<file path="src/rtl/soupbintcp_packet_deframer_macros.svh">
// ----------------------------------------------------------------------------
// SoupBinTCP deframer assertion macros
// Shared concurrent assertion helpers; clk and rst_n must be in scope.
// ----------------------------------------------------------------------------
`ifndef SOUPBINTCP_PACKET_DEFRAMER_MACROS_SVH
`define SOUPBINTCP_PACKET_DEFRAMER_MACROS_SVH

// Same-cycle implication.
`define SBTPD_ASSERT_NOW(label, ante, cons, msg) \
  label: assert property (@(posedge clk) disable iff (!rst_n) (ante) |-> (cons)) \
    else $error(msg);

// Next-cycle implication.
`define SBTPD_ASSERT_NEXT(label, ante, cons, msg) \
  label: assert property (@(posedge clk) disable iff (!rst_n) (ante) |=> (cons)) \
    else $error(msg);

`endif

</file>
<file path="src/rtl/sbtpd_pkg.sv">
// ----------------------------------------------------------------------------
// sbtpd_pkg
// Shared types and codes for the SoupBinTCP packet deframer.
// ----------------------------------------------------------------------------
`timescale 1ns / 1ps

package sbtpd_pkg;

  localparam int SEQ_W    = 64;  // sequence counter width, 32..64
  localparam int SEQ_OUT_W = 64; // sequence_number field width

  // result status codes
  localparam logic [2:0] ST_PAYLOAD     = 3'd0;
  localparam logic [2:0] ST_EMPTY       = 3'd1;
  localparam logic [2:0] ST_END_SESSION = 3'd2;
  localparam logic [2:0] ST_ZERO_LEN    = 3'd3;
  localparam logic [2:0] ST_TRUNCATED   = 3'd4;
  localparam logic [2:0] ST_PARTIAL     = 3'd5;
  localparam logic [2:0] ST_CLEAN_END   = 3'd6;

  // framing phases
  localparam logic [2:0] PH_LEN_HI = 3'd0;
  localparam logic [2:0] PH_LEN_LO = 3'd1;
  localparam logic [2:0] PH_TYPE   = 3'd2;
  localparam logic [2:0] PH_BODY   = 3'd3;
  localparam logic [2:0] PH_ZBODY  = 3'd4;

  // packet types
  localparam logic [7:0] TYPE_END_SESSION = 8'h5A;
  localparam logic [7:0] TYPE_SEQUENCED   = 8'h53;

  typedef struct packed {
    logic [2:0]           status;
    logic [7:0]           payload_byte;
    logic [SEQ_OUT_W-1:0] sequence_number;
    logic                 first_of_message;
    logic                 last_of_message;
  } result_t;

endpackage

</file>
<file path="src/rtl/sbtpd_core.sv">
// ----------------------------------------------------------------------------
// sbtpd_core
// Framing state and per-byte decode; one byte per take strobe.
// ----------------------------------------------------------------------------
`timescale 1ns / 1ps

`include "soupbintcp_packet_deframer_macros.svh"

module sbtpd_core (
  input  logic              clk,
  input  logic              rst_n,
  input  logic              take,
  input  logic              cmd,
  input  logic [7:0]        data_byte,
  output logic              res_vld,
  output sbtpd_pkg::result_t res
);
  import sbtpd_pkg::*;

  logic [2:0]       phase_r, phase_nxt;
  logic [7:0]       len_hi_r, len_hi_nxt;
  logic [15:0]      left_r, left_nxt;
  logic             seqd_r, seqd_nxt;
  logic             first_r, first_nxt;
  logic [SEQ_W-1:0] seq_r, seq_nxt;
  logic             halted_r, halted_nxt;

  logic [2:0]       ph;
  logic [15:0]      len;
  logic [15:0]      left_dec;
  logic [SEQ_W-1:0] seq_inc;

  assign len      = {len_hi_r, data_byte};
  assign left_dec = left_r - 16'd1;
  assign seq_inc  = seq_r + SEQ_W'(1);
  assign ph       = (phase_r > PH_ZBODY) ? PH_LEN_HI : phase_r;

  always_comb begin
    phase_nxt  = phase_r;
    len_hi_nxt = len_hi_r;
    left_nxt   = left_r;
    seqd_nxt   = seqd_r;
    first_nxt  = first_r;
    seq_nxt    = seq_r;
    halted_nxt = halted_r;
    res_vld    = 1'b0;
    res        = '0;
    if (take && !halted_r) begin
      if (cmd) begin
        // end of input: always halts
        halted_nxt = 1'b1;
        res_vld    = 1'b1;
        if (ph == PH_LEN_HI) begin
          res.status = ST_CLEAN_END;
        end else if (ph == PH_LEN_LO) begin
          res.status = ST_PARTIAL;
        end else begin
          res.status = ST_TRUNCATED;
        end
      end else begin
        unique case (ph)
          PH_LEN_LO: begin
            if (len == 16'd0) begin
              halted_nxt = 1'b1;
              res_vld    = 1'b1;
              res.status = ST_ZERO_LEN;
            end else begin
              left_nxt  = len - 16'd1;
              phase_nxt = PH_TYPE;
            end
          end
          PH_TYPE: begin
            if (data_byte == TYPE_END_SESSION) begin
              if (left_r == 16'd0) begin
                halted_nxt = 1'b1;
                res_vld    = 1'b1;
                res.status = ST_END_SESSION;
              end else begin
                phase_nxt = PH_ZBODY;
              end
            end else if (data_byte == TYPE_SEQUENCED) begin
              seq_nxt = seq_inc;
              if (left_r == 16'd0) begin
                seqd_nxt            = 1'b0;
                phase_nxt           = PH_LEN_HI;
                res_vld             = 1'b1;
                res.status          = ST_EMPTY;
                res.sequence_number = SEQ_OUT_W'(seq_inc);
              end else begin
                seqd_nxt  = 1'b1;
                first_nxt = 1'b1;
                phase_nxt = PH_BODY;
              end
            end else begin
              seqd_nxt  = 1'b0;
              phase_nxt = (left_r == 16'd0) ? PH_LEN_HI : PH_BODY;
            end
          end
          PH_BODY: begin
            left_nxt = left_dec;
            if (left_dec == 16'd0) begin
              phase_nxt = PH_LEN_HI;
            end
            if (seqd_r) begin
              first_nxt            = 1'b0;
              res_vld              = 1'b1;
              res.status           = ST_PAYLOAD;
              res.payload_byte     = data_byte;
              res.sequence_number  = SEQ_OUT_W'(seq_r);
              res.first_of_message = first_r;
              res.last_of_message  = (left_dec == 16'd0);
            end
          end
          PH_ZBODY: begin
            left_nxt = left_dec;
            if (left_dec == 16'd0) begin
              halted_nxt = 1'b1;
              res_vld    = 1'b1;
              res.status = ST_END_SESSION;
            end
          end
          default: begin
            len_hi_nxt = data_byte;
            phase_nxt  = PH_LEN_LO;
          end
        endcase
      end
    end
  end

  always_ff @(posedge clk) begin
    if (!rst_n) begin
      phase_r  <= PH_LEN_HI;
      len_hi_r <= '0;
      left_r   <= '0;
      seqd_r   <= 1'b0;
      first_r  <= 1'b0;
      seq_r    <= '0;
      halted_r <= 1'b0;
    end else begin
      phase_r  <= phase_nxt;
      len_hi_r <= len_hi_nxt;
      left_r   <= left_nxt;
      seqd_r   <= seqd_nxt;
      first_r  <= first_nxt;
      seq_r    <= seq_nxt;
      halted_r <= halted_nxt;
    end
  end

  `SBTPD_ASSERT_NEXT(a_halt_sticky, halted_r, halted_r, "halt released")
  `SBTPD_ASSERT_NOW(a_no_res_halted, halted_r, !res_vld, "result while halted")
  `SBTPD_ASSERT_NOW(a_res_needs_take, res_vld, take, "result without a beat")
  `SBTPD_ASSERT_NOW(a_marks_payload_only,
      res_vld && (res.status != ST_PAYLOAD),
      !res.first_of_message && !res.last_of_message, "marks on non-payload result")

endmodule

</file>
<file path="src/rtl/sbtpd_out_reg.sv">
// ----------------------------------------------------------------------------
// sbtpd_out_reg
// Result register on the output channel.
// ----------------------------------------------------------------------------
`timescale 1ns / 1ps

module sbtpd_out_reg (
  input  logic               clk,
  input  logic               rst_n,
  input  logic               load,
  input  logic               res_vld,
  input  sbtpd_pkg::result_t res,
  input  logic               out_ready,
  output logic               out_valid,
  output sbtpd_pkg::result_t out_res
);
  import sbtpd_pkg::*;

  logic    vld_r;
  result_t res_r;

  // load only when the slot is empty or draining this cycle
  always_ff @(posedge clk) begin
    if (!rst_n) begin
      vld_r <= 1'b0;
    end else if (load) begin
      vld_r <= res_vld;
    end else if (out_ready) begin
      vld_r <= 1'b0;
    end
  end

  always_ff @(posedge clk) begin
    if (load && res_vld) begin
      res_r <= res;
    end
  end

  assign out_valid = vld_r;
  assign out_res   = res_r;

endmodule

</file>
<file path="src/rtl/soupbintcp_packet_deframer.sv">
// ----------------------------------------------------------------------------
// soupbintcp_packet_deframer
// Length-prefixed packet deframer: one stream byte in, at most one result out.
// ----------------------------------------------------------------------------
// Takes one beat per clock, sustained, as long as results are drained. Each
// beat carries one stream byte or an end-of-input mark. A beat waits in the
// input register until the output slot is free or draining, is decoded
// against the framing state, and its result (if any) lands in the output
// register, which drives out_valid. The framing state update includes the
// 64-bit sequence counter increment.
// Sequenced packets emit one result per payload byte, tagged with the packet
// sequence and first/last marks; an empty sequenced packet emits one empty
// result. End session, zero length, truncation, partial prefix and clean end
// each emit one status result and stop the block; after that every beat is
// accepted and dropped. Other packet types are consumed silently.
// ----------------------------------------------------------------------------
`timescale 1ns / 1ps

module soupbintcp_packet_deframer (
  input  logic        clk,
  input  logic        rst_n,
  input  logic        in_valid,
  output logic        in_ready,
  input  logic        in_cmd,
  input  logic [7:0]  in_data_byte,
  output logic        out_valid,
  input  logic        out_ready,
  output logic [2:0]  out_status,
  output logic [7:0]  out_payload_byte,
  output logic [sbtpd_pkg::SEQ_OUT_W-1:0] out_sequence_number,
  output logic        out_first_of_message,
  output logic        out_last_of_message
);
  import sbtpd_pkg::*;

  // input register
  logic       in_v_r;
  logic       cmd_r;
  logic [7:0] byte_r;

  logic    advance;   // beat in the input register is decoded this cycle
  logic    res_vld;
  result_t res;
  result_t out_res;

  // decode may proceed when the output slot is free or being drained
  assign advance  = in_v_r && (!out_valid || out_ready);
  assign in_ready = !in_v_r || advance;

  always_ff @(posedge clk) begin
    if (!rst_n) begin
      in_v_r <= 1'b0;
    end else if (in_ready) begin
      in_v_r <= in_valid;
    end
  end

  always_ff @(posedge clk) begin
    if (in_ready && in_valid) begin
      cmd_r  <= in_cmd;
      byte_r <= in_data_byte;
    end
  end

  sbtpd_core u_core (
    .clk       (clk),
    .rst_n     (rst_n),
    .take      (advance),
    .cmd       (cmd_r),
    .data_byte (byte_r),
    .res_vld   (res_vld),
    .res       (res)
  );

  sbtpd_out_reg u_out (
    .clk       (clk),
    .rst_n     (rst_n),
    .load      (advance),
    .res_vld   (res_vld),
    .res       (res),
    .out_ready (out_ready),
    .out_valid (out_valid),
    .out_res   (out_res)
  );

  assign out_status           = out_res.status;
  assign out_payload_byte     = out_res.payload_byte;
  assign out_sequence_number  = out_res.sequence_number;
  assign out_first_of_message = out_res.first_of_message;
  assign out_last_of_message  = out_res.last_of_message;

endmodule

</file>
<file path="config.mk">
export PLATFORM = sky130hd
export DESIGN_NAME = soupbintcp_packet_deframer
export DESIGN_NICKNAME = d
export VERILOG_FILES = /design/src/rtl/sbtpd_pkg.sv /design/src/rtl/sbtpd_core.sv /design/src/rtl/sbtpd_out_reg.sv /design/src/rtl/soupbintcp_packet_deframer.sv
export VERILOG_INCLUDE_DIRS = /design/src /design/src/rtl
export SDC_FILE = /design/constraint.sdc
export NUM_CORES = 1
export LEC_CHECK = 0
export BUFFER_PORTS_ARGS = -buffer_cell sky130_fd_sc_hd__buf_2
export CORE_MARGIN = 10
export CORE_UTILIZATION = 50
export DETAILED_ROUTE_END_ITERATION = 10
export PLACE_DENSITY_LB_ADDON = 0.12
export SKIP_LAST_GASP = 1
export SLEW_MARGIN = 20
export SYNTH_ARGS = -nofsm -noshare
export SYNTH_HDL_FRONTEND = slang
export SYNTH_HIERARCHICAL = 1
export SYNTH_SLANG_ARGS = --single-unit
</file>
<file path="constraint.sdc">
create_clock -name clk -period 3.6 [get_ports clk]
set_input_delay 0.18 -clock clk [delete_from_list [all_inputs] [get_ports clk]]
set_output_delay 0.18 -clock clk [all_outputs]
set_load 0.02 [all_outputs]
</file>
* Word level (Yosys, flattened, before mapping) *
Cells that the tools add are included.

cells by class
  add/subtract/negate cells = 3
  magnitude comparators = 1
  equal/unequal tests = 17
  muxes and demuxes = 48
  bitwise gates (word level) = 7
  reductions and logical operators = 28

operators with widths
  operator                                              number
  2-to-1 mux 64 bit                                     3
  case mux 64 bit (2 select lines)                      1
  2-to-1 mux 66 bit                                     1
  adder 64 x 1 -> 64 bit (second input constant)        1
  zero test 16 bit                                      3
  case mux 16 bit (2 select lines)                      1
  subtractor 16 x 1 -> 16 bit (second input constant)   2
  2-to-1 mux 3 bit                                      9
  case mux 3 bit (4 select lines)                       2
  2-to-1 mux 1 bit                                      23
  equality test 8 x 7 -> 1 bit (second input constant)  2
  2-to-1 mux 16 bit                                     1
  AND reduction 6 bit                                   2
  != test 3 x 2 -> 1 bit (second input constant)        3
  2-to-1 mux 2 bit                                      4
  AND reduction 4 bit                                   2
  OR reduction 4 bit                                    2
  NOT 1 bit                                             7
  AND reduction 7 bit                                   1
  equality test 3 x 2 -> 1 bit (second input constant)  2
  != test 2 x 1 -> 1 bit (second input constant)        3
  != test 2 bit (second input constant)                 3
  != test 3 bit (second input constant)                 2
  nonzero test 2 bit                                    3
  14 further kinds                                      21

word-level totals
  bits in registers = 182
  input port bits = 13

* Longest topological paths before layout *
Gate-level depths: netlist of the first run.

  depth after elaboration = 8
  mapped depth = 11
  mapped depth without buffers = 10

* By module *
The synthesis of the first run kept the hierarchy.

by module, submodules not included
  module                      instances  cells an instance  area each (µm²)  sequential area each (µm²)
  sbtpd_core                  1          1041               7257.0           1881.8
  sbtpd_out_reg               1          81                 2356.0           2332.2
  soupbintcp_packet_deframer  1          16                 345.3            290.3

* Worst setup path before layout of the first run *
Ideal clock, no wire load.

  path type = register to register
  start = reg byte_r[0]
  end = reg u_out.res_r (netlist bit u_out/out_res[0]) (enable)
  library setup time = 381 ps
  data arrival time = 2528 ps
  slack = 690 ps
  stages on the path, launching flop included = 10
  buffers on the path = 0
  period minus slack after synthesis = 2910 ps
  cells stage by stage = edfxtp_1 > inv_1 > ha_1 > nor4b_1 > and3_1 > nand2_1 > and3_1 > o211ai_1 > and2_1 > and2_4

on the way
  longest elaborated chain between the ends = 7

ends and longest elaborated chain
  what                                 RTL line                          source
  start, declared                      soupbintcp_packet_deframer.sv:39  logic [7:0] byte_r;
  start signal, assigned               soupbintcp_packet_deframer.sv:61  byte_r <= in_data_byte;
  equality test 8 x 7 -> 1 bit         sbtpd_core.sv:81                  end else if (data_byte == TYPE_SEQUENCED) begin
  2-to-1 mux 1 bit                     sbtpd_core.sv:81
  2-to-1 mux 1 bit                     sbtpd_core.sv:73                  if (data_byte == TYPE_END_SESSION) begin
  case mux 1 bit (4 select lines) (*)  sbtpd_core.sv:61                  unique case (ph)
  2-to-1 mux 1 bit (*)                 sbtpd_core.sv:49                  if (cmd) begin
  2-to-1 mux 1 bit (*)                 sbtpd_core.sv:48                  if (take && !halted_r) begin
  named net res_vld                    soupbintcp_packet_deframer.sv:42  logic res_vld;
  logical AND 1 bit (*)                sbtpd_out_reg.sv:34               if (load && res_vld) begin
  end signal, assigned                 sbtpd_out_reg.sv:35               res_r <= res;
  end, declared                        sbtpd_out_reg.sv:20               result_t res_r;

The timed path passes the listed nets; every way through them passes the cells marked *.
A chain may end at the register's enable or synchronous reset.

* Worst setup path after layout of the first run *
  start = reg byte_r[0]
  end = reg u_out.res_r (netlist bit u_out/out_res[69]) (enable)

The elaborated chain is that of the path after synthesis.

==> results of run 1 <==
-- worst max-delay path: stages (launching register included) --
cell and delay (ns):
edfxtp_1 0.49, inv_1 0.16, ha_1 0.23, nor4b_1 0.58, and3_1 0.32, nand2_1 0.14, and3_1 0.19, o211ai_1 0.08
and2_1 0.14, and2_4 0.29, buf_4 0.28
-- registers in the layout, indices dropped and copies added (netlist names) --
register / flops
u_core/left_r: 16
u_out/out_valid: 1
u_core/halted_r: 1
cmd_r: 1
byte_r: 8
u_out/out_res: 77
in_v_r: 1
u_core/seq_r: 64
u_core/phase_r: 3
u_core/seqd_r: 1
u_core/len_hi_r: 8
u_core/first_r: 1
-- placed cells by master (no fill, tap or decap), types with 7 or more instances in the layout --
master	Yosys	final
a31oi_1	12	12
mux2i_1	12	12
a21oi_1	79	78
nor3_1	50	50
clkbuf_16	0	17
and3_1	27	27
buf_4	1	31
nand2b_1	7	7
xor2_1	21	21
dfxtp_1	96	96
nand3_1	46	46
o21ai_0	82	82
edfxtp_1	86	86
or3_1	25	25
nor3b_1	10	10
inv_1	20	19
nor4_1	35	35
ha_1	7	7
a21o_1	21	21
o21ai_1	10	10
and2_1	13	13
xnor2_1	42	42
and4_1	9	9
dlygate4sd3_1	0	10
nor2_1	124	124
buf_2	16	91
nand4_1	38	38
nand2_1	83	83
-- per-stage QoR --
stage	hold slack, ns	utilization	setup slack, ns
floorplan	0.2789	-	0.6903
global placement	0.3570	0.5463	0.6188
detailed placement	0.3581	0.5463	0.5013
CTS	0.07017	0.5821	0.4542
global route	0.08113	0.5823	0.1053
finish	0.07717	0.5823	0.3771
-- final cells by class --
cell class                      count  area share
Timing Repair Buffer              133     0.07109
Tap cell                          265     0.02916
Clock inverter                     14     0.01409
Inverter                           20    0.006713
Sequential cell                   182      0.3962
Multi-Input combinational cell    856      0.4441
Clock buffer                       18     0.03863
-- routing by layer --
metal / track usage / vias up / wire (um)
met5: 0 / - / 0
met4: 0.05914 / 0 / 488
met3: 0.03864 / 40 / 1622
met2: 0.3331 / 316 / 13290
met1: 0.2617 / 4226 / 11600
li1: - / 4320 / -
-- cell families after synthesis --
| group | synth area share |
|---|---|
| muxes | 0.01206 |
| adders and majority gates | 0.008795 |
| and+or+nand+nor | 0.2734 |
| xor gates and xnor gates | 0.05541 |
| DFF | 0.4523 |
| AOI/OAI and AO/OA | 0.1571 |
| buffers and inverters | 0.04096 |
-- power breakdown --
group          switching, mW  leakage [nW]  total, mW  internal, mW
logic                  0.109          2.00      0.172        0.0625
registers             0.0251          1.48       2.20          2.18
clock network          0.841         0.288       1.90          1.06
-- worst max-delay path by stage --
stage                   endpoint  slack, ns  cells past startpoint  startpoint
2_1_floorplan   u_out/out_res[0]       0.69                      9   byte_r[0]
3_3_place_gp    u_out/out_res[7]       0.62                     10   byte_r[0]
3_5_place_dp    u_out/out_res[3]       0.50                     10   byte_r[0]
4_1_cts        u_out/out_res[69]       0.45                     10   byte_r[0]
5_1_grt        u_out/out_res[73]       0.11                     10   byte_r[0]
6_report       u_out/out_res[69]       0.38                     10   byte_r[0]
==> results.py, run 1 <==
metrics = {
    "synth": {
        "post_synth_most_frequent_cells": "124 x nor2_1, 96 x dfxtp_1, 86 x edfxtp_1",
        "synth_register_bits": 182,
        "postSynthNetCount": 1158,
        "ys.flop_type": "dfxtp_1",
        "post-synth-top-count-cell": "nor2_1",
        "post_synth_inst_count": 1138,
        "ys_types": 69,
        "ys_async_sr_fraction": 0,
        "synth.area.top_cells": "edfxtp_1 26%, dfxtp_1 19%, nor2_1 4.7%",
        "synth-edff-count": 86,
        "netlist.area_leader.share": 0.2593,
        "seq_area_frac_synth": 0.4523,
        "yosysWarnings": 6,
        "synth_area_per_cell_um2": 8.751,
        "yosysTopAreaCell": "edfxtp_1",
        "netlist_area_um2": 9958,
    },
    "timing": {
        "tns_ns": 0,
        "fin_crit_ns": 3.223,
        "max_freq_mhz": 310.3,
        "unrepaired_setup_endpoints_after_global_routing": "no",
        "tightest_slew_ns": 0.9620,
        "report.final.setup_viol": 0,
        "final_max_slew_viol_count": 0,
        "finalHoldViolCount": 0,
        "relSlewSlack": 0.3563,
        "timing.clock.skew_ns": 0.01027,
        "period_share": 0.8953,
    },
    "global_route": {
        "global_route.usage.total": 0.2013,
        "global_route.overflow_total": 0,
        "grt_max_degree": 50,
        "antenna_found_initial": 0,
        "grt_first_pass_wirelength_um": 43270,
        "first_global_vias": 8134,
    },
    "routing": {
        "antenna_violating_nets_post_route": 0,
        "routedWlPerCell_um": 18.14,
        "initialDrtViolationCount": 745,
        "average_via_count_per_standard_cell": 5.983,
        "routed-via-count": 8902,
        "wirelength_um": 26990,
        "drt_pre_antenna_iters": 5,
        "detail_route.drc_violations": 0,
    },
    "pwr": {
        "design_power_mw": 4.273,
        "ir_worst_vdd_uv": 368.4,
        "powerDensity_nw_per_um2": 375.8,
        "power.static_leakage_nw": 3.763,
    },
    "min_path": {
        "worstHoldStart": "out_ready",
        "min-delay-path-class": "in2reg",
        "worstHoldEndpoint": "in_v_r",
        "hold-path-cell-count": 3,
    },
    "die": {
        "die_area_um2": 25960,
        "chipWidth_um": 161.1,
        "floorplan.core_area_um2": 19530,
        "die_h_um": 161.1,
        "core.rowCount": 51,
        "initial_core_util": 0.5100,
        "io_pins": 92,
    },
    "setup_path": {
        "startpoint_type": "flop",
        "worst_r2r_endpoint": "u_out/out_res[69]",
        "reg2reg_slack_ns": 0.38,
        "cp_data_required_time_ns": 3.73,
        "critical_path_class": "reg2reg",
        "timing.reg2reg.worst_path_depth": 10,
        "arrival_ns": 3.35,
        "timing.critical_path.fanout_max": 16,
        "kind_of_end_point_of_the_critical_path": "flop",
        "critical_path.reg2reg.startpoint": "byte_r[0]",
    },
    "layout": {
        "regArea_um2": 4504,
        "drive_above_1_share": 0.1447,
        "cell_area_after_layout_um2": 11370,
        "num_antenna_cells": 0,
        "syn_to_final_growth_pct": 14.17,
        "multiInputGateArea_um2": 5050,
        "fill_cells": 1809,
        "layout.nets": 1230,
        "finish.cell_count_without_fillers": 1488,
    },
    "cts": {
        "cell_at_the_root_of_the_clock_tree": "clkbuf_16",
        "cts_tree": "yes",
        "cts_buffers": 17,
        "setup_fix_bufs_post_cts": 0,
        "cts_repair_resize_count": 0,
        "max-clock-path-buffers": 2,
        "cts.sink_count": 182,
        "clk-insertion-delay-late_ns": 0.44,
        "cts-htree-levels": 4,
        "clkSlewWorstSetupHoldPaths_ns": 0.07,
        "cts_hold_buf": 10,
    },
    "place": {
        "detailed_place_hpwl_um": 18610,
        "quantity_of_i_o_buffers_inserted_on_ports": 91,
        "placed_area_um2": 10670,
        "globalplace.congestion": 0.8828,
        "dpl.cell_count": 1446,
    },
    "outcome": {
        "status": "completed",
    },
    "flow_run": {
        "maxCapViolations": 0,
    },
}
No activity file was read; power rests on OpenSTA's default activity.
==> inputs of run 2 (changes only) <==
PLACE_DENSITY = 0.81   (was default)
PLACE_DENSITY_LB_ADDON = default   (was 0.12)
==> run 2 against run 1 <==
Against the previous run:
- clock power hardly changed
- non-clock buffer count shrank 7
- global-route usage decreased by 0.73 points
- largest power group unchanged
- setup slack got worse by 0.057 ns
- cell area fell by 0.36%
- count of clock-buffer cells in the layout unchanged
- via count increased by 2.2%
- clock skew about the same
- critical path type unchanged
- first-iteration DRC count rose by 52%
- register-to-register slack worse by 0.06 ns
==> results.py, run 2 (synthesized netlist as in run 1, its figures left out) <==
metrics = {
    "layout": {
        "layout.cells.most_common": "nor2_1",
        "finalCoreUtilization": 0.5802,
        "largest_reg_flops": 77,
        "drive_above_1_share": 0.1382,
        "fill_cells": 1700,
        "regArea_um2": 4504,
        "num_antenna_cells": 0,
        "finish.cell_count_without_fillers": 1481,
        "cell_area_after_layout_um2": 11330,
        "syn_to_final_growth_pct": 13.76,
        "layout.nets": 1223,
        "layout_common_cells": "124 x nor2_1, 96 x dfxtp_1, 91 x buf_2",
        "multiInputGateArea_um2": 5046,
    },
    "global_route": {
        "antenna_found_initial": 0,
        "grt_max_degree": 49,
        "grt_first_pass_wirelength_um": 41920,
        "global_route.overflow_total": 0,
        "global_route.usage.total": 0.1940,
        "first_global_vias": 8243,
    },
    "setup_path": {
        "timing.critical_path.fanout_max": 45,
        "kind_of_end_point_of_the_critical_path": "flop",
        "timing.reg2reg.worst_path_depth": 10,
        "worst_r2r_endpoint": "u_out/out_res[16]",
        "arrival_ns": 3.41,
        "cp_data_required_time_ns": 3.73,
        "critical_path_class": "reg2reg",
        "reg2reg_slack_ns": 0.32,
        "critical_path.reg2reg.startpoint": "byte_r[0]",
        "startpoint_type": "flop",
    },
    "pwr": {
        "power.static_leakage_nw": 3.736,
        "powerDensity_nw_per_um2": 378.9,
        "ir_worst_vdd_uv": 288.4,
    },
    "routing": {
        "wirelength_um": 26400,
        "detail_route.drc_violations": 0,
        "average_via_count_per_standard_cell": 6.142,
        "met2RoutedLength_um": 13310,
        "initialDrtViolationCount": 1130,
        "met3_routed_wirelength_um": 2032,
        "drt_pre_antenna_iters": 5,
        "top_signal_layer_used": "met4",
        "routedWlPerCell_um": 17.83,
        "routed-via-count": 9096,
        "post_route_met1_wirelength_um": 10460,
        "antenna_violating_nets_post_route": 0,
    },
    "timing": {
        "holdWs_ns": 0.09314,
        "timing.clock.skew_ns": 0.01060,
        "finalHoldViolCount": 0,
        "tightest_slew_ns": 0.9583,
        "max_freq_mhz": 304.9,
        "relSlewSlack": 0.3588,
        "report.final.setup_viol": 0,
        "tns_ns": 0,
        "period_share": 0.9111,
        "final_max_slew_viol_count": 0,
        "fin_crit_ns": 3.280,
        "unrepaired_setup_endpoints_after_global_routing": "no",
    },
    "die": {
        "die_h_um": 161.1,
        "core.rowCount": 51,
        "chipWidth_um": 161.1,
        "floorplan.core_area_um2": 19530,
        "initial_core_util": 0.5100,
        "die_area_um2": 25960,
        "io_pins": 92,
    },
    "min_path": {
        "min-delay-path-class": "in2reg",
        "hold-path-cell-count": 3,
        "worstHoldEndpoint": "u_out/out_valid",
        "worstHoldStart": "out_ready",
    },
    "cts": {
        "setup_fix_bufs_post_cts": 0,
        "clkSlewWorstSetupHoldPaths_ns": 0.07,
        "clk-insertion-delay-late_ns": 0.44,
        "cell_at_the_root_of_the_clock_tree": "clkbuf_16",
        "max-clock-path-buffers": 2,
        "cts.sink_count": 182,
        "cts_tree": "yes",
        "cts-htree-levels": 4,
        "cts_repair_resize_count": 0,
        "cts_buffers": 17,
    },
    "place": {
        "dpl.cell_count": 1439,
        "detailed_place_hpwl_um": 17810,
        "placed_area_um2": 10630,
        "globalplace.congestion": 0.9256,
        "quantity_of_i_o_buffers_inserted_on_ports": 91,
    },
    "flow_run": {
        "maxCapViolations": 0,
    },
    "outcome": {
        "status": "completed",
    },
}
run 2: cell count changes in the layout (fill, tap and decap cells not counted):
cell / delta
buf_4: -8
inv_8: +1
a21oi_2: -1
clkinvlp_4: -2
inv_4: -1
inv_6: +1
a21oi_1: +1
clkinv_1: +1
buf_12: +1
run 2: layout make-up:
class	instances	area share
clock inverter	14	0.01436
multi-input combinational	856	0.4454
timing repair buffer	126	0.06782
sequential	182	0.3976
inverter	20	0.006737
clock buffer	18	0.03877
tap	265	0.02927
run 2: how the worst max path moves through the flow:
stage	start	cells past startpoint	end	slack [ns]
5_1_grt	byte_r[0]	10	u_out/out_res[3]	0.15
4_1_cts	byte_r[0]	10	u_out/out_res[10]	0.41
3_3_place_gp	byte_r[0]	10	u_out/out_res[2]	0.68
3_5_place_dp	byte_r[0]	10	u_out/out_res[2]	0.48
6_report	byte_r[0]	10	u_out/out_res[16]	0.32
2_1_floorplan	byte_r[0]	9	u_out/out_res[0]	0.69
run 2: per-stage QoR:
| step | setup slack, ns | total power, mW |
|---|---|---|
| 2_1_floorplan | 0.6903 | 2.354 |
| 3_3_place_gp | 0.6754 | 2.405 |
| 3_5_place_dp | 0.4819 | 2.408 |
| 4_1_cts | 0.4062 | 4.319 |
| 5_1_grt | 0.1530 | 4.407 |
| 6_report | 0.3200 | 4.292 |
run 2: worst max-delay path: stages, from the launching register on:
cell      delay [ns]
edfxtp_1        0.48
inv_1           0.15
ha_1            0.23
nor4b_1         0.67
and3_1          0.33
nand2_1         0.13
and3_1          0.18
o211ai_1        0.09
and2_1          0.15
and2_4          0.26
buf_12          0.26
run 2: per-layer routing:
metal / vias to the layer above / track usage
li1: 4326 / -
met1: 4286 / 0.2331
met2: 427 / 0.3355
met3: 57 / 0.03762
met4: 0 / 0.07486
met5: - / 0
run 2: power by group:
part	internal (mW)	switching (mW)
combinational	0.0642	0.109
clock	1.06	0.854
sequential	2.18	0.0242
run 2: repair_timing:
| item | in CTS | in global routing |
|---|---|---|
| setup endpoints to repair | 0 | 0 |
| hold buffers | 10 | 0 |
| hold endpoints to repair | 10 | 0 |
==> inputs of run 3 (changes only) <==
CELL_PAD_IN_SITES_DETAIL_PLACEMENT = 1   (was default)
CELL_PAD_IN_SITES_GLOBAL_PLACEMENT = 1   (was default)
CORE_UTILIZATION = 46   (was 50)
PLACE_DENSITY = 0.93   (was 0.81)
==> run 3 against run 2 <==
Against the previous run:
- first-iteration DRC count down 32%
- total power down 0.87%
- register-to-register slack better by 0.08 ns
- flip-flop and latch count unchanged
- hold slack worse by 0.069 ns
- maximum frequency up 2.4%
- count of clock-buffer cells in the layout up 5
- die area up 7.6%
- setup slack better by 0.077 ns
- largest power group unchanged
- highest routed layer unchanged
==> results.py, run 3 (synthesized netlist as in run 1, its figures left out) <==
metrics = {
    "outcome": {
        "status": "completed",
    },
    "timing": {
        "finalHoldViolCount": 0,
        "unrepaired_setup_endpoints_after_global_routing": "no",
        "relSlewSlack": 0.4048,
        "holdWs_ns": 0.02414,
        "final_max_slew_viol_count": 0,
        "fin_crit_ns": 3.203,
        "report.final.setup_viol": 0,
        "max_freq_mhz": 312.2,
        "tns_ns": 0,
        "timing.clock.skew_ns": 0.009878,
        "tightest_slew_ns": 0.8895,
        "period_share": 0.8898,
    },
    "layout": {
        "layout.cells.most_common": "nor2_1",
        "layout_common_cells": "124 x nor2_1, 96 x dfxtp_1, 91 x buf_2",
        "fill_cells": 2500,
        "largest_reg_flops": 77,
        "layout.nets": 1224,
        "drive_above_1_share": 0.1380,
        "num_antenna_cells": 0,
        "multiInputGateArea_um2": 5046,
        "syn_to_final_growth_pct": 13.61,
        "regArea_um2": 4504,
    },
    "die": {
        "io_pins": 92,
        "floorplan.core_area_um2": 21150,
        "die_h_um": 167.1,
        "initial_core_util": 0.4708,
        "die_area_um2": 27930,
        "core.rowCount": 53,
        "chipWidth_um": 167.1,
    },
    "routing": {
        "drt_pre_antenna_iters": 5,
        "average_via_count_per_standard_cell": 6.358,
        "routed-via-count": 9486,
        "detail_route.drc_violations": 0,
        "wirelength_um": 32740,
        "antenna_violating_nets_post_route": 0,
        "initialDrtViolationCount": 772,
        "routedWlPerCell_um": 21.94,
    },
    "global_route": {
        "first_global_vias": 9759,
        "grt_first_pass_wirelength_um": 52820,
        "grt_max_degree": 49,
        "global_route.usage.total": 0.2262,
        "global_route.overflow_total": 0,
        "antenna_found_initial": 0,
    },
    "cts": {
        "max-clock-path-buffers": 2,
        "cts_hold_buf": 9,
        "cell_at_the_root_of_the_clock_tree": "clkbuf_16",
        "cts_repair_resize_count": 0,
        "cts-htree-levels": 4,
        "clkSlewWorstSetupHoldPaths_ns": 0.07,
        "clk-insertion-delay-late_ns": 0.44,
        "setup_fix_bufs_post_cts": 0,
        "cts.sink_count": 182,
        "cts_tree": "yes",
        "cts_buffers": 17,
    },
    "setup_path": {
        "startpoint_type": "flop",
        "worst_setup_path_end": "u_out/out_res[73]",
        "crit_path_start": "u_core/left_r[0]",
        "timing.reg2reg.worst_path_depth": 10,
        "critical_path_class": "reg2reg",
        "cp_data_required_time_ns": 3.72,
        "critical_path.reg2reg.startpoint": "u_core/left_r[0]",
        "arrival_ns": 3.32,
        "kind_of_end_point_of_the_critical_path": "flop",
        "reg2reg_slack_ns": 0.40,
        "timing.critical_path.fanout_max": 41,
        "worst_r2r_endpoint": "u_out/out_res[73]",
    },
    "pwr": {
        "powerDensity_nw_per_um2": 376.1,
        "power.static_leakage_nw": 3.716,
        "ir_worst_vdd_uv": 316.5,
    },
    "place": {
        "globalplace.congestion": 0.9122,
        "quantity_of_i_o_buffers_inserted_on_ports": 91,
        "detailed_place_hpwl_um": 21510,
    },
    "min_path": {
        "worstHoldStart": "in_valid",
        "min-delay-path-class": "in2reg",
    },
    "flow_run": {
        "maxCapViolations": 0,
    },
}
-- run 3: cell types whose count changed in the layout (fill, tap and decap cells not counted), sizes merged --
cell	delta
buf	+2
bufinv	-1
clkbuf	+5
clkinv	-3
clkinvlp	+2
dlygate4sd3	-1
inv	-3
-- run 3: how the worst min path moves through the flow --
stage | end | slack [ns] | cells past startpoint
floorplan | byte_r[0] | 0.28 | 0
global placement | byte_r[6] | 0.36 | 1
detailed placement | byte_r[3] | 0.36 | 1
CTS | in_v_r | 0.007 | 3
global route | in_v_r | 0.04 | 3
finish | in_v_r | 0.02 | 3
-- run 3: critical path, stage by stage, from the launching register on --
cell,delay [ns]
dfxtp_1,0.37
inv_1,0.11
ha_1,0.44
nor4b_1,0.54
xnor2_1,0.19
o211ai_1,0.11
a211o_1,0.32
o211ai_1,0.22
and2_1,0.15
and2_4,0.17
buf_12,0.25
-- run 3: final cells by class --
class	instances	share of cell area
Tap cell	275	0.03041
Clock inverter	9	0.008073
Sequential cell	182	0.3981
Timing Repair Buffer	127	0.06835
Inverter	20	0.006746
Multi-Input combinational cell	856	0.4460
Clock buffer	23	0.04225
-- run 3: routing by layer --
layer / up-vias / track usage / part of all wire
li1: 4322 / - / -
met1: 4709 / 0.2781 / 0.41
met2: 386 / 0.3853 / 0.49
met3: 69 / 0.04143 / 0.066
met4: 0 / 0.08706 / 0.028
met5: - / 0 / 0
-- run 3: metrics by stage --
stage	instance area, um^2	worst slack, ns	std cells	util	power (mW)
2_1_floorplan	9958	0.6903	1138	-	2.354
3_3_place_gp	10650	0.6105	1451	0.5036	2.410
3_5_place_dp	10650	0.4512	1451	0.5036	2.418
4_1_cts	11310	0.4400	1492	0.5348	4.270
5_1_grt	11310	0.1748	1492	0.5348	4.381
6_report	11310	0.3969	1492	0.5348	4.255
-- run 3: report_power, final --
part | switching [mW] | total, mW | leakage (nW) | internal (mW)
clock | 0.852 | 1.87 | 0.272 | 1.02
combinational | 0.119 | 0.183 | 1.97 | 0.0639
sequential | 0.0263 | 2.20 | 1.48 | 2.18
